<file path="config.mk">
export PLATFORM = sky130hd
export DESIGN_NAME = lom_front
export DESIGN_NICKNAME = d
export VERILOG_FILES = /design/src/lom_pkg.sv /design/src/lom_front.sv
export SDC_FILE = /design/constraint.sdc
export NUM_CORES = 1
export LEC_CHECK = 0
export ABC_CLOCK_PERIOD_IN_PS = 5700
export CORE_MARGIN = 2
export CORE_UTILIZATION = 35
export CTS_CLUSTER_DIAMETER = 50
export DETAILED_ROUTE_END_ITERATION = 6
export DONT_BUFFER_PORTS = 1
export PLACE_DENSITY = 0.58
export SYNTH_ARGS = -nofsm -noshare
export SYNTH_HDL_FRONTEND = slang
export SYNTH_SLANG_ARGS = --single-unit
</file>
<file path="constraint.sdc">
create_clock -name clk_i -period 5.7 [get_ports clk_i]
set_input_delay 0.57 -clock clk_i [delete_from_list [all_inputs] [get_ports clk_i]]
set_output_delay 0.57 -clock clk_i [all_outputs]
set_load 0.03 [all_outputs]
</file>
<file path="src/lom_pkg.sv">
// Package for the limit order matcher: request and record types, sizes.
// Depends on nothing; used by every module of the block.
package lom_pkg;

  localparam int unsigned EntriesDefault = 32;
  localparam int unsigned PriceBitsDefault = 16;
  localparam int unsigned QueueDepth = 2;

  typedef struct packed {
    logic        order_side;
    logic [15:0] limit_price;
    logic [31:0] order_qty;
    logic [31:0] client_id;
  } order_t;

  typedef struct packed {
    logic        record_kind;
    logic [31:0] buyer_id;
    logic [31:0] seller_id;
    logic [31:0] fill_qty;
    logic [15:0] hit_price;
    logic [31:0] trade_seq;
    logic [31:0] left_qty;
    logic        rested;
    logic        book_full;
    logic        last;
  } record_t;

  typedef enum logic [2:0] {
    ST_IDLE,
    ST_SCAN,
    ST_FILL,
    ST_PLACE,
    ST_CLOSE
  } eng_state_e;

endpackage

</file>
<file path="src/lom_front.sv">
// Front end: accepts order requests and holds them in a short queue.
// Depends on lom_pkg.
module lom_front import lom_pkg::*; #(
  parameter int unsigned PriceBits = PriceBitsDefault
) (
  input  logic   clk_i,
  input  logic   rst_ni,
  input  logic   push_i,
  output logic   full_o,
  input  order_t order_i,
  output logic   valid_o,
  input  logic   take_i,
  output order_t order_o
);

  localparam int unsigned PtrBits = $clog2(QueueDepth);

  order_t               mem_q [QueueDepth];
  logic [PtrBits-1:0]   wr_q, rd_q;
  logic [PtrBits:0]     cnt_q;
  logic                 do_push, do_pop;
  order_t               masked;

  assign full_o  = (cnt_q == (PtrBits+1)'(QueueDepth));
  assign valid_o = (cnt_q != '0);
  assign do_push = push_i && !full_o;
  assign do_pop  = take_i && valid_o;
  assign order_o = mem_q[rd_q];

  // Classify: trim the limit price to the configured price width.
  always_comb begin
    masked = order_i;
    masked.limit_price = order_i.limit_price & 16'((32'd1 << PriceBits) - 32'd1);
  end

  // Storage for queued requests.
  always_ff @(posedge clk_i) begin
    if (do_push) mem_q[wr_q] <= masked;
  end

  // Pointers and fill count.
  always_ff @(posedge clk_i or negedge rst_ni) begin
    if (!rst_ni) begin
      wr_q <= '0;
      rd_q <= '0;
      cnt_q <= '0;
    end else begin
      if (do_push) wr_q <= PtrBits'((wr_q + 1'b1) % QueueDepth);
      if (do_pop) rd_q <= PtrBits'((rd_q + 1'b1) % QueueDepth);
      cnt_q <= cnt_q + (PtrBits+1)'(do_push) - (PtrBits+1)'(do_pop);
    end
  end

endmodule

</file>
### After elaboration in Yosys (flattened, before gate mapping)

Memories as Yosys holds them, arrays and structs flattened.
Cells that the tools add are included.

| storage, ports and cells | value |
|---|---|
| flip-flop bits (word level) | 4 |
| memory bits (writable) | 162 |
| input bits | 85 |
| output and inout bits | 83 |
| word-level logic and storage cells | 15 |
| memories | 1 |

| operators by class | value |
|---|---|
| add/subtract/negate cells | 4 |
| equal/unequal tests | 1 |
| mux-type cells | 2 |
| reduce and logical (&&, ||, !) cells | 4 |

Memories:

| name | words | width | read ports | clocked after Yosys merged registers in | wr ports | line | RTL |
|---|---|---|---|---|---|---|---|
| mem_q | 2 | 81 | 1 | 0 | 1 | lom_front.sv:18 | `order_t mem_q [QueueDepth];` |

Operators with widths:

| cell | number |
|---|---|
| adder 1 bit, second input constant | 2 |
| adder 2 x 1 -> 2 bit | 1 |
| equality test 2 bit, second input constant | 1 |
| logical AND 1 bit | 2 |
| two-way mux 1 bit | 2 |
| nonzero test 2 bit | 1 |
| subtractor 2 x 1 -> 2 bit | 1 |
| zero test 1 bit | 1 |

### Longest topological paths before layout

Gate-level depths: netlist of run 1.

| depth | value |
|---|---|
| depth after elaboration | 5 |
| depth in mapped cells | 7 |
| depth with buffers taken out | 7 |

### Worst setup path before layout of run 1

No wires, ideal clock.

| path | value |
|---|---|
| path kind | input-to-reg |
| start | in push_i |
| end | mem mem_q[0][0] (netlist name) (enable) |
| setup time | 521 ps |
| arrival time | 4042 ps |
| data required time | 5179 ps |
| setup slack | 1137 ps |
| stages | 2 |
| buffers on the path | 0 |
| path through | nand2_1 > nor2_1 |

| on the way | value |
|---|---|
| longest elaborated chain between the ends | 3 |

Ends and longest elaborated chain:

| element | line | RTL |
|---|---|---|
| start, declared | lom_front.sv:8 | `input logic push_i,` |
| logical AND 1 bit | lom_front.sv:26 | `assign do_push = push_i && !full_o;` |
| two-way mux 1 bit | lom_front.sv:38 | `if (do_push) mem_q[wr_q] <= masked;` |
| two-way mux 1 bit (implied by the code) | lom_front.sv:38 |  |
| end, declared | lom_front.sv:18 |  |

Every way passes these cells.

==> results.json, run 1 <==
{
  "critical_path.reg2reg.endpoint": "mem_q[0][60]",
  "timing.critical_path.fanout_max": 47,
  "remaining_drc_errors": 0,
  "critical_path.reg2reg.startpoint": "cnt_q[1]",
  "min_path_type": "input port to register",
  "timing.final.max_slew_violations": 0,
  "cts_sinks": 166,
  "arrival_ps": 2560,
  "synth_area_leader_cell": "edfxtp_1",
  "number_of_different_library_cells_in_the_post_synthesis_netlist": 16,
  "root_buffer": "clkbuf_16",
  "routed_wl_um": 10200,
  "rr_worst_depth": 4,
  "grt_max_degree": 82,
  "path_clk_slew_ps": 60,
  "timing.clock.skew_ps": 6.39,
  "final_layout_size_suffix_gt1_share_pct": 40.2,
  "htree_depth": 4,
  "syn-instance-count": 270,
  "synth_top_area_share_pct": 75.5,
  "fin_crit_sh_pct": 55.0,
  "grt_overflow": 0,
  "cellLeakagePower_uw": 0.00260,
  "drt_iter0_drc": 143,
  "die_x_um": 140,
  "ff2ff_setup_slack_ps": 3110,
  "ctsHoldBuffers": 1,
  "cts_setup_buffers": 0,
  "minimum_period_implied_by_the_final_worst_setup_slack_ps": 3130,
  "final.setup.tns_ps": 0,
  "route.detailed.vias_per_inst": 4.68,
  "gp_routability_congestion": 0.685,
  "route.detailed.wl_per_inst_um": 19.5,
  "first_pass_iters": 4,
  "hold-path-endpoint": "mem_q[1][54]",
  "fp.dieArea_mm2": 0.0195,
  "tightest_slew_ps": 1130,
  "dp_cells": 492,
  "hold_path.startpoint": "order_i[54]",
  "route.vias.total": 2455,
  "ir_drop_mv": 0.249,
  "start_util_pct": 35.8,
  "n_fill_cell": 1631,
  "dieHeight_um": 140,
  "clk-insertion-delay-late_ps": 410,
  "synth.top_cells.by_area": "edfxtp_1 75%, mux2_4 18%, buf_12 2.5%",
  "grt_pass1_vias": 2593,
  "max_clock_freq_ghz": 0.319,
  "cellPowerDensity_mw_per_mm2": 617,
  "ys_seq_area_share_pct": 77.0,
  "core.rowCount": 49,
  "layout.cell_area.non_filler_mm2": 0.00727,
  "layout_commonest_cell": "edfxtp_1",
  "grt_first_pass_wirelength_um": 15000,
  "seqCellArea_mm2": 0.00497,
  "antenna_violations_before_repair": 0,
  "syn-mean-instance-area_um2": 23.9,
  "post_cts_resize_count": 0,
  "global_route.usage.total_pct": 10.5,
  "portBuffers": 0,
  "critical_path_sink_type": "output pin",
  "worstPathRequired_ps": 5130,
  "dp_slack_ps": 2960,
  "multiInputGateArea_mm2": 0.00132,
  "final_critical_path_setup_slack_ps": 2570,
  "clk_path_buf_depth": 2,
  "maxCapViolCount": 0,
  "final_cells": 525,
  "worst_hold_depth": 0,
  "timing.slew.headroom_pct": 24.8,
  "final_setup_violation_count": 0,
  "crit_type": "register to output pin",
  "fp.coreArea_mm2": 0.0180,
  "placement.cell_area_mm2": 0.00659,
  "area_growth_pct": 12.7,
  "status": "finished, final reports clean",
  "ys.warnings.count": 0,
  "finish.net_count": 370,
  "post_synth_instance_area_mm2": 0.00645,
  "tritoncts_clock_tree": "built",
  "synth.ff_latch_count": 166,
  "drtAntennaViolNets": 0,
  "timing.final.hold_violations": 0,
  "postSynthNetCount": 357,
  "num_antenna_cells": 0,
  "cts_buffers": 17,
  "startpoint_type": "register",
  "unrepaired_setup_endpoints_after_global_routing": "false",
  "floorplan.io_pins": 168,
  "mostFrequentLayoutCells": "162 x edfxtp_1, 79 x mux2_4, 17 x clkbuf_16"
}
## cell usage after synthesis (all sizes together)
library cell and count:
and2 1, nand2 1, xnor2 3, buf 9
and3 1, or2 1, inv 2, nor2 1
dfrtp 4, mux2 81, ha 2, edfxtp 162
nand2b 1, xor2 1
## flip-flops by register name, summed over array words and instances (netlist names)
name,count
wr_q,1
cnt_q,2
mem_q,162
rd_q,1
## area by class of cell
type | count | share of cell area (%)
clock buffers | 22 | 6.80
clock inverters | 10 | 2.31
inverters | 2 | 0.103
multi-input cells | 93 | 18.1
flip-flops and latches | 166 | 68.4
well taps | 229 | 3.94
repair buffers | 3 | 0.344
## worst max-delay path, stage by stage, from the launching register on
cell     delay, ps
dfrtp_4        980
buf_4          670
mux2_4         420
## per-layer routing
metal  part of all wire [%]  vias up  global-route usage [%]
met2                     49      125                    16.5
li1                       -     1087                       -
met5                      0        -                       0
met3                     13       10                    6.71
met4                    1.7        0                    4.68
met1                     36     1233                    11.1
## through the flow
stage / utilization, % / hold WS (ps) / power, µW
global placement: 36.6 / 275 / 3290
CTS: 40.3 / 227 / 4550
floorplan: - / 274 / 3240
detailed placement: 36.6 / 275 / 3310
global route: 40.3 / 220 / 4670
finish: 40.3 / 249 / 4480
## cell families after synthesis
kind of cell	after synthesis	synth area share [%]
buffers and inverters	11	2.78
and+or+nand+nor	6	0.543
adders and majority gates	2	0.388
xor gates and xnor gates	4	0.543
DFF	166	77.0
muxes	81	18.7
## worst max path at each step
stage                       from           to  slack [ps]  cells past startpoint
after floorplan           push_i  mem_q[0][0]        1140                      2
after global placement      rd_q  order_o[23]        2990                      2
after detailed placement    rd_q  order_o[26]        2960                      2
after CTS                   rd_q  order_o[26]        2500                      2
after global routing        rd_q  order_o[23]        2400                      2
final                       rd_q  order_o[26]        2570                      2
## where the power goes
group	switching, µW	internal (µW)	total (µW)
combinational	905	502	1410
sequential	159	1680	1840
clock	442	795	1240
Note: power is estimated with default switching activity, not from simulation.
==> run 2, diff against run 1 <==
--- a/config.mk
+++ b/config.mk
@@ -5,13 +5,13 @@
 export SDC_FILE = /design/constraint.sdc
 export NUM_CORES = 1
 export LEC_CHECK = 0
-export ABC_CLOCK_PERIOD_IN_PS = 5700
+export ABC_CLOCK_PERIOD_IN_PS = 2700
 export CORE_MARGIN = 2
 export CORE_UTILIZATION = 35
 export CTS_CLUSTER_DIAMETER = 50
 export DETAILED_ROUTE_END_ITERATION = 6
 export DONT_BUFFER_PORTS = 1
-export PLACE_DENSITY = 0.58
+export PLACE_DENSITY = 0.6
 export SYNTH_ARGS = -nofsm -noshare
 export SYNTH_HDL_FRONTEND = slang
 export SYNTH_SLANG_ARGS = --single-unit
==> constraint.sdc (replaced) <==
create_clock -name clk_i -period 2.7 [get_ports clk_i]
set_input_delay 0.27 -clock clk_i [delete_from_list [all_inputs] [get_ports clk_i]]
set_output_delay 0.27 -clock clk_i [all_outputs]
set_load 0.03 [all_outputs]
==> run 2 against run 1 <==
First-iteration DRC count is 14% higher. Routed wire length increased by 6.1%. Cell area is 11% higher. Highest routed layer unchanged. Core utilization is 4.3 points higher. Flip-flop and latch count stayed put. Largest power group unchanged.
==> results.json, run 2 (same netlist as run 1, synthesis figures left out) <==
{
  "final_cells": 609,
  "clk-insertion-delay-late_ps": 400,
  "route.vias.total": 2744,
  "groute.layer.met3.usage_pct": 5.37,
  "rr_worst_depth": 7,
  "floorplan.io_pins": 168,
  "dp_slack_ps": 855,
  "worstPathRequired_ps": 2430,
  "fp.dieArea_mm2": 0.0195,
  "antenna_violations_before_repair": 0,
  "cellPowerDensity_mw_per_mm2": 1160,
  "post_cts_resize_count": 0,
  "post_dp_hpwl_um": 6830,
  "max_clock_freq_ghz": 0.446,
  "clk_path_buf_depth": 2,
  "cts_sinks": 166,
  "status": "finished, final reports clean",
  "cts_setup_buffers": 0,
  "n_fill_cell": 1571,
  "fin_total_pwr_uw": 9320,
  "path_clk_slew_ps": 60,
  "final_critical_path_setup_slack_ps": 458,
  "maxCapViolCount": 0,
  "root_buffer": "clkbuf_16",
  "timing.critical_path.fanout_max": 33,
  "global_route.usage.total_pct": 11.2,
  "min_path_type": "input port to register",
  "use_met1_pct": 12.2,
  "grt_first_pass_wirelength_um": 16400,
  "drtAntennaViolNets": 0,
  "tightest_slew_ps": 590,
  "critical_path_sink_type": "output pin",
  "mostFrequentLayoutCells": "162 x edfxtp_1, 82 x dlygate4sd3_1, 79 x mux2_4",
  "fp.coreArea_mm2": 0.0180,
  "timing.clock.skew_ps": 5.33,
  "grt_pass1_vias": 2973,
  "dieHeight_um": 140,
  "minimum_period_implied_by_the_final_worst_setup_slack_ps": 2240,
  "unrepaired_setup_endpoints_after_global_routing": "false",
  "first_pass_iters": 4,
  "gp_routability_congestion": 0.680,
  "num_antenna_cells": 0,
  "worst_hold_depth": 2,
  "remaining_drc_errors": 0,
  "placement.cell_area_mm2": 0.00667,
  "grt-busiest-layer": "met2",
  "route.detailed.vias_per_inst": 4.51,
  "ff2ff_setup_slack_ps": 860,
  "tritoncts_clock_tree": "built",
  "critical_path.reg2reg.endpoint": "cnt_q[1]",
  "final_setup_violation_count": 0,
  "area_growth_pct": 24.7,
  "final_layout_size_suffix_gt1_share_pct": 30.0,
  "start_util_pct": 35.8,
  "startpoint_type": "register",
  "arrival_ps": 1970,
  "hold-path-endpoint": "rd_q",
  "drt_iter0_drc": 163,
  "grtUsageMet2_pct": 19.1,
  "critical_path.reg2reg.startpoint": "cnt_q[1]",
  "cpLargestDelayFamily": "flip-flops",
  "largest_register_ffs": 162,
  "die_x_um": 140,
  "ir_drop_mv": 0.646,
  "largestRegisters": "mem_q: 162 flops, cnt_q: 2 flops",
  "largest-register": "mem_q",
  "crit_type": "register to output pin",
  "crit_slowest_cell": "dfrtp_4",
  "final.setup.tns_ps": 0,
  "path_cells": "buf_12 > mux2_4",
  "grt_overflow": 0,
  "critical-path-max-stage-delay_ps": 790,
  "cts_buffers": 17,
  "critical_path.n_buffers_inverters": 1,
  "grt_max_degree": 59,
  "portBuffers": 0,
  "route.detailed.wl_per_inst_um": 17.8,
  "dp_cells": 495,
  "layout.cell_area.non_filler_mm2": 0.00804,
  "fin_crit_sh_pct": 83.0,
  "core.rowCount": 49,
  "timing.final.hold_violations": 0,
  "hold_path.startpoint": "take_i",
  "timing.slew.headroom_pct": 60.7,
  "timing.final.max_slew_violations": 0,
  "layout_commonest_cell": "edfxtp_1",
  "routed_wl_um": 10900,
  "htree_depth": 4,
  "finish.net_count": 454,
  "cellLeakagePower_uw": 0.00291
}
-- run 2: cell types whose count changed in the layout (fill, tap and decap cells not counted) --
cell,change
clkinv_1,+1
clkbuf_1,+7
clkinvlp_4,+1
buf_12,+4
buf_4,-1
dlygate4sd3_1,+81
clkbuf_8,-5
clkinv_4,-2
bufinv_16,-2
-- run 2: stage by stage --
stage | util [%] | hold WS (ps)
global route | 44.6 | 59.0
detailed placement | 37.0 | -25.5
floorplan | - | -25.6
CTS | 44.6 | 49.5
finish | 44.6 | 77.3
global placement | 37.0 | -25.5
-- run 2: what timing repair did --
action	4_1_cts	5_1_grt
hold endpoints to repair	166	0
setup endpoints to repair	0	0
hold buffers	82	0
-- run 2: area by class of cell --
class	count	area, µm²	share of cell area, %
inverter	2	7.51	0.0934
tap	229	287	3.56
sequential	166	4970	61.8
timing repair buffer	87	908	11.3
clock inverter	8	101	1.26
clock buffer	24	452	5.62
multi-input combinational	93	1320	16.4
-- run 2: where the power goes --
| part | internal [µW] | switching (µW) | total [µW] |
|---|---|---|---|
| Combinational | 1210 | 2050 | 3260 |
| Sequential | 3530 | 266 | 3790 |
| Clock | 1360 | 908 | 2270 |
-- run 2: metal layers --
layer	routed length, µm	vias up
li1	-	1259
met1	4260	1376
met2	5630	101
met3	843	8
met4	121	0
met5	0	-
-- run 2: how the worst max path moves through the flow --
| stage | end | depth (start not counted) | slack [ps] | from |
|---|---|---|---|---|
| 3_3_place_gp | order_o[75] | 2 | 870 | rd_q |
| 2_1_floorplan | mem_q[0][0] | 3 | 460 | cnt_q[1] |
| 5_1_grt | order_o[61] | 2 | 350 | rd_q |
| 4_1_cts | order_o[40] | 2 | 400 | rd_q |
| 6_report | order_o[61] | 2 | 460 | rd_q |
| 3_5_place_dp | order_o[40] | 2 | 860 | rd_q |
